## src/hw/rtl/rlcf_pkg.sv

```systemverilog
// Shared types, constants and helpers of the read low-complexity filter.
package rlcf_pkg;

    localparam int CNT_W       = 11;
    localparam int BASE_W      = 8;
    localparam int PCT_W       = 7;
    localparam int LETTER_BINS = 27;
    localparam int BIN_W       = 5;
    localparam int PROD_W      = CNT_W + PCT_W;
    localparam int CFG_IDX_W   = 2;

    localparam logic [CNT_W-1:0]  CNT_MAX       = {CNT_W{1'b1}};
    localparam logic [BIN_W-1:0]  OTHER_BIN     = BIN_W'(26);
    localparam logic [BASE_W-1:0] CHAR_A        = 8'h41;
    localparam logic [BASE_W-1:0] CHAR_Z        = 8'h5A;
    localparam logic [PCT_W-1:0]  PCT_SCALE     = 7'd100;
    localparam logic [CNT_W-1:0]  MIN_LEN_RESET = 11'd35;
    localparam logic [PCT_W-1:0]  RUN_PCT_RESET = 7'd50;
    localparam logic [PCT_W-1:0]  BASE_PCT_RESET = 7'd90;

    // Register indexes of the configuration port.
    localparam logic [CFG_IDX_W-1:0] CFG_MIN_LEN  = 2'd0;
    localparam logic [CFG_IDX_W-1:0] CFG_RUN_PCT  = 2'd1;
    localparam logic [CFG_IDX_W-1:0] CFG_BASE_PCT = 2'd2;

    typedef enum logic [1:0] {
        VERDICT_PASS  = 2'd0,
        VERDICT_SHORT = 2'd1,
        VERDICT_RUN   = 2'd2,
        VERDICT_BASE  = 2'd3
    } t_verdict;

    typedef struct packed {
        logic [BASE_W-1:0] base;
        logic [CNT_W-1:0]  clip_head;
        logic [CNT_W-1:0]  clip_tail;
        logic              last;
    } t_in_item;

    typedef struct packed {
        logic [1:0]       verdict;
        logic [CNT_W-1:0] longest_run_out;
        logic [CNT_W-1:0] top_count_out;
    } t_out_item;

    typedef struct packed {
        logic [CFG_IDX_W-1:0] index;
        logic [CNT_W-1:0]     data;
    } t_cfg_item;

    // Totals of one finished read, handed to the verdict stage.
    typedef struct packed {
        logic [CNT_W-1:0] run_best;
        logic [CNT_W-1:0] count_best;
        logic [CNT_W-1:0] length;
        logic             short_reject;
    } t_fin;

    // Uppercase letters get their own bin; every other byte shares the last one.
    function automatic logic [BIN_W-1:0] bin_of(input logic [BASE_W-1:0] b);
        logic [BASE_W-1:0] diff;
        diff = b - CHAR_A;
        if (b >= CHAR_A && b <= CHAR_Z) begin
            return diff[BIN_W-1:0];
        end
        return OTHER_BIN;
    endfunction

    function automatic logic [CNT_W-1:0] sat_inc(input logic [CNT_W-1:0] v);
        return (v == CNT_MAX) ? v : v + CNT_W'(1);
    endfunction

endpackage

```

## src/hw/rtl/rlcf_in_if.sv

```systemverilog
// Channel interfaces for bases in, verdicts out and configuration writes.
interface rlcf_in_if;
    import rlcf_pkg::*;
    logic     valid;
    logic     ready;
    t_in_item item;
    modport source (output valid, output item, input ready);
    modport sink (input valid, input item, output ready);
endinterface

interface rlcf_out_if;
    import rlcf_pkg::*;
    logic      valid;
    logic      ready;
    t_out_item item;
    modport source (output valid, output item, input ready);
    modport sink (input valid, input item, output ready);
endinterface

interface rlcf_cfg_if;
    import rlcf_pkg::*;
    logic      valid;
    logic      ready;
    t_cfg_item item;
    modport source (output valid, output item, input ready);
    modport sink (input valid, input item, output ready);
endinterface

```

## src/hw/rtl/rlcf_verdict.sv

```systemverilog
// Verdict stage: percent checks on a finished read and the result register.
module rlcf_verdict (
    input  logic                      i_clk,
    input  logic                      i_rst_n,
    input  logic                      i_fin_valid,
    input  rlcf_pkg::t_fin            i_fin,
    input  logic [rlcf_pkg::PCT_W-1:0] i_run_pct,
    input  logic [rlcf_pkg::PCT_W-1:0] i_base_pct,
    output logic                      o_fin_take,
    rlcf_out_if.source                o_res
);
    import rlcf_pkg::*;

    logic              r_out_valid;
    t_out_item         r_out;
    logic [PROD_W-1:0] run_scaled;
    logic [PROD_W-1:0] run_limit;
    logic [PROD_W-1:0] base_scaled;
    logic [PROD_W-1:0] base_limit;
    t_verdict          verdict;

    assign o_fin_take = !r_out_valid || o_res.ready;

    // Checks compare value*100 against pct*length, exactly.
    always_comb begin
        run_scaled  = PROD_W'(i_fin.run_best) * PROD_W'(PCT_SCALE);
        run_limit   = PROD_W'(i_run_pct) * PROD_W'(i_fin.length);
        base_scaled = PROD_W'(i_fin.count_best) * PROD_W'(PCT_SCALE);
        base_limit  = PROD_W'(i_base_pct) * PROD_W'(i_fin.length);
        if (i_fin.short_reject) begin
            verdict = VERDICT_SHORT;
        end else if (run_scaled > run_limit) begin
            verdict = VERDICT_RUN;
        end else if (base_scaled > base_limit) begin
            verdict = VERDICT_BASE;
        end else begin
            verdict = VERDICT_PASS;
        end
    end

    always_ff @(posedge i_clk) begin
        if (!i_rst_n) begin
            r_out_valid <= 1'b0;
        end else if (o_fin_take) begin
            r_out_valid <= i_fin_valid;
        end
        if (o_fin_take && i_fin_valid) begin
            r_out.verdict         <= verdict;
            r_out.longest_run_out <= i_fin.run_best;
            r_out.top_count_out   <= i_fin.count_best;
        end
    end

    assign o_res.valid = r_out_valid;
    assign o_res.item  = r_out;

endmodule

```

## src/hw/rtl/read_low_complexity_filter.sv

```systemverilog
// A read's totals are registered in a totals stage, then its verdict in the result register.
// One base per cycle while the totals stage can take a read; the per-letter counters and run
// tracker track each accepted base. A read's totals wait in a one-entry stage, so the
// next read's bases flow while a result waits, up to its last base. Config port always ready.
// Reset: counters and run state cleared, no result pending, limits at 35, 50 and 90.
module read_low_complexity_filter (
    input  logic        i_clk,
    input  logic        i_rst_n,
    rlcf_in_if.sink     i_in,
    rlcf_cfg_if.sink    i_cfg,
    rlcf_out_if.source  o_res
);
    import rlcf_pkg::*;

    logic [CNT_W-1:0]  r_counts [LETTER_BINS];
    logic [BASE_W-1:0] r_prev;
    logic [CNT_W-1:0]  r_run_now;
    logic [CNT_W-1:0]  r_run_best;
    logic [CNT_W-1:0]  r_count_best;
    logic [CNT_W-1:0]  r_seen;
    logic [CNT_W-1:0]  r_min_len;
    logic [PCT_W-1:0]  r_run_pct;
    logic [PCT_W-1:0]  r_base_pct;
    logic              r_fin_valid;
    t_fin              r_fin;

    logic [BIN_W-1:0]  bin;
    logic [CNT_W-1:0]  n_count;
    logic [CNT_W-1:0]  n_count_best;
    logic [CNT_W-1:0]  n_run_now;
    logic [CNT_W-1:0]  n_run_best;
    logic [CNT_W-1:0]  n_seen;
    logic              fin_take;
    logic              accept;
    logic              both_clipped;

    assign i_cfg.ready = 1'b1;
    assign i_in.ready  = !r_fin_valid || fin_take;
    assign accept      = i_in.valid && i_in.ready;

    always_comb begin
        bin          = bin_of(i_in.item.base);
        n_count      = sat_inc(r_counts[bin]);
        n_count_best = (n_count > r_count_best) ? n_count : r_count_best;
        // The first base of a read always opens a new run.
        if (r_seen == '0 || i_in.item.base != r_prev) begin
            n_run_now = CNT_W'(1);
        end else begin
            n_run_now = sat_inc(r_run_now);
        end
        n_run_best   = (n_run_now > r_run_best) ? n_run_now : r_run_best;
        n_seen       = sat_inc(r_seen);
        both_clipped = (|i_in.item.clip_head[CNT_W-1:1]) && (|i_in.item.clip_tail[CNT_W-1:1]);
    end

    always_ff @(posedge i_clk) begin
        if (!i_rst_n) begin
            for (int i = 0; i < LETTER_BINS; i++) begin
                r_counts[i] <= '0;
            end
            r_prev       <= '0;
            r_run_now    <= '0;
            r_run_best   <= '0;
            r_count_best <= '0;
            r_seen       <= '0;
            r_min_len    <= MIN_LEN_RESET;
            r_run_pct    <= RUN_PCT_RESET;
            r_base_pct   <= BASE_PCT_RESET;
            r_fin_valid  <= 1'b0;
        end else begin
            if (i_cfg.valid) begin
                case (i_cfg.item.index)
                    CFG_MIN_LEN:  r_min_len  <= i_cfg.item.data;
                    CFG_RUN_PCT:  r_run_pct  <= i_cfg.item.data[PCT_W-1:0];
                    CFG_BASE_PCT: r_base_pct <= i_cfg.item.data[PCT_W-1:0];
                    default: ;
                endcase
            end

            // The stage empties when the verdict stage takes it and refills on a last base.
            r_fin_valid <= (r_fin_valid && !fin_take) || (accept && i_in.item.last);

            if (accept) begin
                if (i_in.item.last) begin
                    // Read finished: hand over the totals and start the next read clean.
                    for (int i = 0; i < LETTER_BINS; i++) begin
                        r_counts[i] <= '0;
                    end
                    r_prev       <= '0;
                    r_run_now    <= '0;
                    r_run_best   <= '0;
                    r_count_best <= '0;
                    r_seen       <= '0;
                end else begin
                    r_counts[bin] <= n_count;
                    r_prev        <= i_in.item.base;
                    r_run_now     <= n_run_now;
                    r_run_best    <= n_run_best;
                    r_count_best  <= n_count_best;
                    r_seen        <= n_seen;
                end
            end
        end

        if (accept && i_in.item.last) begin
            r_fin.run_best     <= n_run_best;
            r_fin.count_best   <= n_count_best;
            r_fin.length       <= n_seen;
            r_fin.short_reject <= both_clipped && (n_seen < r_min_len);
        end
    end

    rlcf_verdict u_verdict (
        .i_clk      (i_clk),
        .i_rst_n    (i_rst_n),
        .i_fin_valid(r_fin_valid),
        .i_fin      (r_fin),
        .i_run_pct  (r_run_pct),
        .i_base_pct (r_base_pct),
        .o_fin_take (fin_take),
        .o_res      (o_res)
    );

endmodule
```

## src/flat_wrapper.sv

```systemverilog
// flat-port wrapper written by rule: the top's interface ports become plain ports
module read_low_complexity_filter_flat import rlcf_pkg::*;
  (i_clk, i_rst_n, i_in_valid, i_in_item, i_in_ready, i_cfg_valid, i_cfg_item, i_cfg_ready, o_res_valid, o_res_item, o_res_ready);
  rlcf_in_if i_in_i ();
  rlcf_cfg_if i_cfg_i ();
  rlcf_out_if o_res_i ();
  input  logic i_clk;
  input  logic i_rst_n;
  input wire logic [$bits(i_in_i.valid)-1:0] i_in_valid;
  input wire logic [$bits(i_in_i.item)-1:0] i_in_item;
  output wire logic [$bits(i_in_i.ready)-1:0] i_in_ready;
  input wire logic [$bits(i_cfg_i.valid)-1:0] i_cfg_valid;
  input wire logic [$bits(i_cfg_i.item)-1:0] i_cfg_item;
  output wire logic [$bits(i_cfg_i.ready)-1:0] i_cfg_ready;
  output wire logic [$bits(o_res_i.valid)-1:0] o_res_valid;
  output wire logic [$bits(o_res_i.item)-1:0] o_res_item;
  input wire logic [$bits(o_res_i.ready)-1:0] o_res_ready;
  assign i_in_i.valid = i_in_valid;
  assign i_in_i.item = i_in_item;
  assign i_in_ready = i_in_i.ready;
  assign i_cfg_i.valid = i_cfg_valid;
  assign i_cfg_i.item = i_cfg_item;
  assign i_cfg_ready = i_cfg_i.ready;
  assign o_res_valid = o_res_i.valid;
  assign o_res_item = o_res_i.item;
  assign o_res_i.ready = o_res_ready;
  read_low_complexity_filter u_core (.i_clk(i_clk), .i_rst_n(i_rst_n), .i_in(i_in_i), .i_cfg(i_cfg_i), .o_res(o_res_i));
endmodule
```

## config.mk

```make
export PLATFORM = sky130hd
export DESIGN_NAME = read_low_complexity_filter_flat
export DESIGN_NICKNAME = d
export VERILOG_FILES = /design/src/hw/rtl/rlcf_pkg.sv /design/src/hw/rtl/rlcf_in_if.sv /design/src/hw/rtl/rlcf_verdict.sv /design/src/hw/rtl/read_low_complexity_filter.sv /design/src/flat_wrapper.sv
export SDC_FILE = /design/constraint.sdc
export NUM_CORES = 1
export LEC_CHECK = 0
export ABC_AREA = 1
export BUFFER_PORTS_ARGS = -buffer_cell sky130_fd_sc_hd__buf_2
export CAP_MARGIN = 20
export CORE_ASPECT_RATIO = 0.9
export CORE_UTILIZATION = 55
export DETAILED_ROUTE_END_ITERATION = 8
export PLACE_DENSITY = 0.71
export SYNTH_ARGS = -nofsm -noshare
export SYNTH_HDL_FRONTEND = slang
export SYNTH_SLANG_ARGS = --single-unit
```

## constraint.sdc

```tcl
create_clock -name i_clk -period 12.5 [get_ports i_clk]
set_input_delay 0.625 -clock i_clk [delete_from_list [all_inputs] [get_ports i_clk]]
set_output_delay 0.625 -clock i_clk [all_outputs]
set_load 0.02 [all_outputs]
```

### After elaboration in Yosys (flattened, before gate mapping)

Memory sizes are Yosys's and may differ from the RTL's.
Index checks and enable logic that the tools add are counted.
Widths: inputs -> output; s select.

| storage, ports and cells | value |
|---|---|
| flip-flop bits (word level) | 137 |
| bits in latches | 0 |
| memories | 1 |
| memory bits (writable) | 297 |
| memory bits (read-only) | 0 |

| operators by class | value |
|---|---|
| multiply operators | 4 |
| muxes and demuxes | 55 |
| equality and inequality tests | 6 |
| $add $sub $neg | 4 |
| shifts and indexed selects | 0 |
| magnitude comparators | 7 |
| bitwise logic cells | 27 |
| divide/modulo/power cells | 0 |
| reductions and logical operators | 22 |

Memories:

| memory | depth | width | rd ports | clocked after memory_dff | write ports | line | source |
|---|---|---|---|---|---|---|---|
| u_core.r_counts | 27 | 11 | 1 | 0 | 27 | read_low_complexity_filter.sv:15 | `logic [CNT_W-1:0] r_counts [LETTER_BINS];` |

Operator list:

| operator | number |
|---|---|
| $mux 11 | 38 |
| $gt 18x18->1 | 2 |
| $mul 7x11->18 | 2 |
| $add 11x1->11 const B | 3 |
| $eq 11x11->1 const B | 3 |
| $mul 11x5->16 const B | 2 |
| $or 1x1->1 | 27 |
| $gt 11x11->1 | 2 |
| $reduce_or 10->1 | 2 |
| $mux 5 | 3 |
| $logic_not 11->1 | 1 |
| $lt 11x11->1 | 1 |
| $mux 1 | 11 |
| $reduce_or 11->1 | 1 |
| $ge 8x7->1 const B | 1 |
| $le 8x7->1 const B | 1 |
| $mux 8 | 1 |
| $ne 8x8->1 | 1 |
| $logic_and 1x1->1 | 7 |
| $reduce_and 2->1 | 3 |
| $sub 5x1->5 const B | 1 |
| $logic_or 1x1->1 | 4 |
| $mux 2 | 2 |
| $logic_not 1->1 | 3 |
| other kinds (3) | 3 |

### Depth between registers and ports, before layout

An unclocked memory read counts as a cell.

| logic depth | value |
|---|---|
| depth after elaboration | 10 |
| depth in mapped cells | 44 |
| depth with buffers taken out | 37 |

### Modules after synthesis

Synthesis repeated with hierarchy kept, for this count alone.

| unflattened totals | value |
|---|---|
| cell total of the unflattened synthesis | 3,855 |
| area, all modules | 31,765.5 um^2 |

By module, submodules not included:

| module | sequential area each (um^2) | cells an instance | instances | area each (um^2) |
|---|---|---|---|---|
| read_low_complexity_filter | 13,152.6 | 2,623 | 1 | 22,773.1 |
| rlcf_verdict | 740.7 | 1,232 | 1 | 8,992.4 |

### Worst setup path after synthesis

No wires, ideal clock.

| timing path | value |
|---|---|
| path type | in2reg |
| from | input port i_in_item[23] |
| to | register u_core.r_fin[13] in the netlist's numbering (data pin) |
| setup slack | 6.341 ns |
| path buffers | 8 |
| data required time | 12.245 ns |
| setup time | 0.255 ns |
| stages on the path | 43 |
| arrival | 5.904 ns |
| cells stage by stage | inv_1 -> clkbuf_1 -> buf_2 -> buf_2 -> ha_1 -> nand2_1 -> nand3_2 -> nand2_2 -> nor2_8 -> nand2_8 -> buf_6 -> nand2_4 -> buf_6 -> inv_2 -> nand2_1 -> nand4_1 -> nand2_1 -> nand2_1 -> (+7 left out) -> nand2_2 -> nand2_4 -> buf_6 -> inv_2 -> ha_1 -> inv_1 -> o31ai_1 -> nand2_1 -> nand2_1 -> nand3_1 -> a21oi_1 -> a211oi_1 -> o21ai_0 -> nand2_1 -> inv_1 -> buf_1 -> nand3_1 -> and2_1 |

| between the ends | value |
|---|---|
| word-level cells in the longest chain between the ends | 9 |
| elaborated cells between the ends (all ways) | 13 |
| classes of those cells | add/sub: 2; order compare: 3; eq/ne: 1; mux: 5; reduce/logical: 1; memory: 1 |

RTL lines:

| item | line | source |
|---|---|---|
| from (decl) | flat_wrapper.sv:10 | `input wire logic [$bits(i_in_i.item)-1:0] i_in_item;` |
| $ge 8x7->1 or $le 8x7->1 (tied branches) | rlcf_pkg.sv:63 | `if (b >= CHAR_A && b <= CHAR_Z) begin` |
| $logic_and 1x1->1 | rlcf_pkg.sv:63 |  |
| $mux 1 | rlcf_pkg.sv:63 |  |
| $mux 5 * | rlcf_pkg.sv:66 | `return OTHER_BIN;` |
| $mem_v2 27x11 * | - |  |
| $add 11x1->11 or $eq 11x11->1 (tied branches) | rlcf_pkg.sv:70 | `return (v == CNT_MAX) ? v : v + CNT_W'(1);` |
| $mux 11 * | rlcf_pkg.sv:70 |  |
| named net u_core.n_count[1] | read_low_complexity_filter.sv:28 | `logic [CNT_W-1:0] n_count;` |
| $gt 11x11->1 | read_low_complexity_filter.sv:44 | `n_count_best = (n_count > r_count_best) ? n_count : r_count_best;` |
| $mux 11 * | read_low_complexity_filter.sv:44 |  |
| named net u_core.n_count_best[1] | read_low_complexity_filter.sv:29 | `logic [CNT_W-1:0] n_count_best;` |
| to (decl) | read_low_complexity_filter.sv:25 | `t_fin r_fin;` |

Mark *: on every way through the listed nets, which the timed path passes. The rest lies on a longest branch. The select of a mux whose other input is x is not followed.
A chain may end at the register's enable or synchronous reset.

### Worst setup path in the final report

Same ends and word-level chain as after synthesis.

==> flow_metrics.py <==
metrics = {
    "yosys": {
        "synthTopCellsByCount": "1015 x nand2_1, 572 x inv_1, 410 x edfxtp_1, 393 x nor2_1, 219 x ha_1",
        "synthesis.nets": 4003,
        "ys_ff_latch": 489,
        "syn_area_per_cell_sq_um": 8.560,
        "yosysWarningCount": 0,
        "netlist_area_sq_um": 31120,
        "synth_edf_count": 410,
        "ys.flop_type": "edfxtp_1",
        "synth.most_common_cell": "nand2_1",
        "yosys.area.top_type": "edfxtp_1",
        "ys_seq_area_frac": 0.4465,
        "yosys-top-cells-area": "edfxtp_1 40%, nand2_1 12%, ha_1 8.8%, inv_1 6.9%, fa_1 6.4%",
        "ys_async_sr_fraction": 0,
        "synth_cells": 3635,
        "synth_cell_types": 58,
        "synth_top_cell_area_share": 0.3957,
    },
    "timing": {
        "tightest_slew_ps": 1175,
        "slew_headroom": 0.2135,
        "finalCritPeriodShare": 0.7024,
        "timing.hold.ws_ps": 277.9,
        "rsz0062_at_grt": "false",
        "fin_setup_tns_ps": 0,
        "finalClockSkew_ps": 73.55,
        "finalCriticalPeriod_ps": 8780,
        "timing.fmax_ghz": 0.1139,
        "final_hold_viol_count": 0,
        "setup_viol": 0,
        "slew_violations": 0,
    },
    "place": {
        "port_buffers": 72,
        "dp_hpwl_um": 50900,
        "place_congestion": 0.9375,
    },
    "routing": {
        "drcViolationCount": 0,
        "vias": 23460,
        "viasPerCell": 5.306,
        "drt_first_iter_violations": 2042,
        "first_pass_iters": 7,
        "post_drt_wl_per_cell_um": 16.95,
        "routed_wl_um": 74920,
        "detail-route-antenna-nets": 0,
    },
    "floorplanning": {
        "ios": 76,
        "core-area_sq_um": 55810,
        "dieArea_sq_um": 57530,
        "num_rows": 82,
        "start_util": 0.5575,
        "dieHeight_um": 227.7,
        "die_w_um": 252.7,
    },
    "critical_path": {
        "crit_end": "u_core.r_fin[13]$_DFFE_PP_",
        "endpoint_kind": "flip-flop",
        "path_buf_inv": 8,
        "worstPathArrival_ps": 9120,
        "crit_path_start_kind": "input pin",
        "crit_type": "input pin to flip-flop",
        "crit_required_ps": 12840,
        "crit_start": "i_in_item[23]",
        "r2r_slack_ps": 5440,
        "worst_path_most_repeated_cell": "nand2_1",
        "max_stage_delay_ps": 780,
        "reg2reg_to": "u_core.u_verdict.o_res.item[22]$_SDFFCE_PP1P_",
        "crit_family": "simple AND/OR/NAND/NOR gates",
        "r2r_start": "u_core.r_fin[1]$_DFFE_PP_",
        "critPathMaxFanout": 72,
        "reg2reg_depth": 28,
        "slowest_stage": "inv_2",
        "path_depth": 37,
    },
    "global_routing": {
        "antenna_found_initial": 0,
        "grt_pass1_vias": 22450,
        "grt_pass1_wl_um": 119400,
        "grt.overflow.total": 0,
        "grt_max_degree": 100,
        "grt_usage": 0.2670,
    },
    "clocking": {
        "cts-root-buf": "clkbuf_16",
        "clk-insertion-delay-late_ps": 650,
        "post_cts_buffers": 0,
        "clockBufferDepth": 3,
        "cts_hold_buf": 0,
        "cts_buffers": 52,
        "htreeDepth": 2,
        "cts_resized": 0,
        "tritoncts": "built",
        "cts_sinks": 489,
        "clk_pin_slew_worst_paths_ps": 60,
    },
    "min_path": {
        "worstHoldPathCells": 2,
        "hp-class": "input pin to flip-flop",
    },
    "status": {
        "status": "finished, final reports clean",
    },
    "power_and_ir_drop": {
        "leakagePower_nw": 16.01,
        "power_per_cell_area_nw_per_um2": 153.4,
        "vdd_drop_max_mv": 0.09999,
    },
    "layout": {
        "fin_nets": 3989,
        "diodes": 0,
        "post_route_cells_drive_above_1_share": 0.07558,
        "area_growth_pct": 8.190,
    },
    "flow_run": {
        "drv_cap": 0,
    },
}
==> registers in the layout (all words and copies together) (netlist names), 8 cells and up <==
name,cells
u_core.r_counts,352
u_core.r_fin,34
u_core.u_verdict.o_res.item,24
u_core.r_count_best,11
u_core.r_min_len,11
u_core.r_run_best,11
u_core.r_run_now,11
u_core.r_seen,11
u_core.r_prev,8
==> per-stage QoR <==
stage | cells | setup WS [ps] | utilization | area [sq um] | power, mW
after floorplan | 3635 | 6341 | - | 31120 | 3.167
final | 4421 | 3720 | 0.6032 | 33670 | 5.165
after global routing | 4421 | 3045 | 0.6032 | 33670 | 5.504
after global placement | 4322 | 3417 | 0.5695 | 31790 | 3.490
after CTS | 4421 | 3840 | 0.6032 | 33670 | 5.183
after detailed placement | 4323 | 3232 | 0.5700 | 31810 | 3.526
==> cell type report <==
type	instances	area (sq um)
clock buffer	62	1403
clock inverter	36	450.4
tap	756	945.9
sequential	489	13890
inverter	591	2221
fill	4920	22150
timing repair buffer	93	538.0
multi-input combinational	2394	14210
==> cells by family after synthesis <==
logic type | after synthesis | synth area share
AND/OR/NAND/NOR | 1686 | 0.2261
buffers and inverters | 752 | 0.09735
flip-flops | 489 | 0.4465
adder cells (fa/ha/maj) | 319 | 0.1524
AO/OA/AOI/OAI | 316 | 0.05722
XOR/XNOR | 71 | 0.01998
other | 1 | 0.0001205
multiplexers | 1 | 0.0003619
==> per-layer routing <==
layer | part of all wire | vias to the layer above | global-route usage
met2 | 0.45 | 810 | 0.4323
met5 | 0 | - | 0
met1 | 0.44 | 11010 | 0.3683
li1 | - | 11500 | -
met3 | 0.074 | 144 | 0.03690
met4 | 0.034 | 0 | 0.09717
==> power by group <==
| part | internal, mW | leakage (nW) | switching [mW] |
|---|---|---|---|
| sequential | 1.85 | 4.85 | 0.0453 |
| combinational | 0.596 | 10.3 | 1.01 |
| clock | 0.976 | 0.903 | 0.686 |
==> cell usage in the layout (no fill, tap or decap), drive strengths merged, types with 35 or more instances in the layout <==
| cell | synthesis | layout |
|---|---|---|
| nand2 | 1024 | 1024 |
| inv | 589 | 591 |
| nor2 | 443 | 443 |
| edfxtp | 410 | 410 |
| ha | 219 | 219 |
| o21ai | 139 | 139 |
| nand3 | 109 | 109 |
| a21oi | 101 | 101 |
| fa | 100 | 100 |
| buf | 76 | 93 |
| dfxtp | 79 | 79 |
| clkbuf | 85 | 62 |
| xor2 | 46 | 46 |
| nand3b | 35 | 35 |
==> worst min-delay path by stage <==
stage                                                   start                                  end  slack [ps]
after global routing                            i_in_item[30]        u_core.r_prev[7]$_SDFFE_PN0P_         280
final                                           i_in_item[28]        u_core.r_prev[5]$_SDFFE_PN0P_         280
after global placement    u_core.r_count_best[3]$_SDFFE_PN0P_  u_core.r_count_best[3]$_SDFFE_PN0P_         440
after floorplan           u_core.r_count_best[2]$_SDFFE_PN0P_  u_core.r_count_best[2]$_SDFFE_PN0P_         430
after CTS                                       i_in_item[28]        u_core.r_prev[5]$_SDFFE_PN0P_         260
after detailed placement  u_core.r_count_best[8]$_SDFFE_PN0P_  u_core.r_count_best[8]$_SDFFE_PN0P_         450
(Power assumes the default switching activity.)
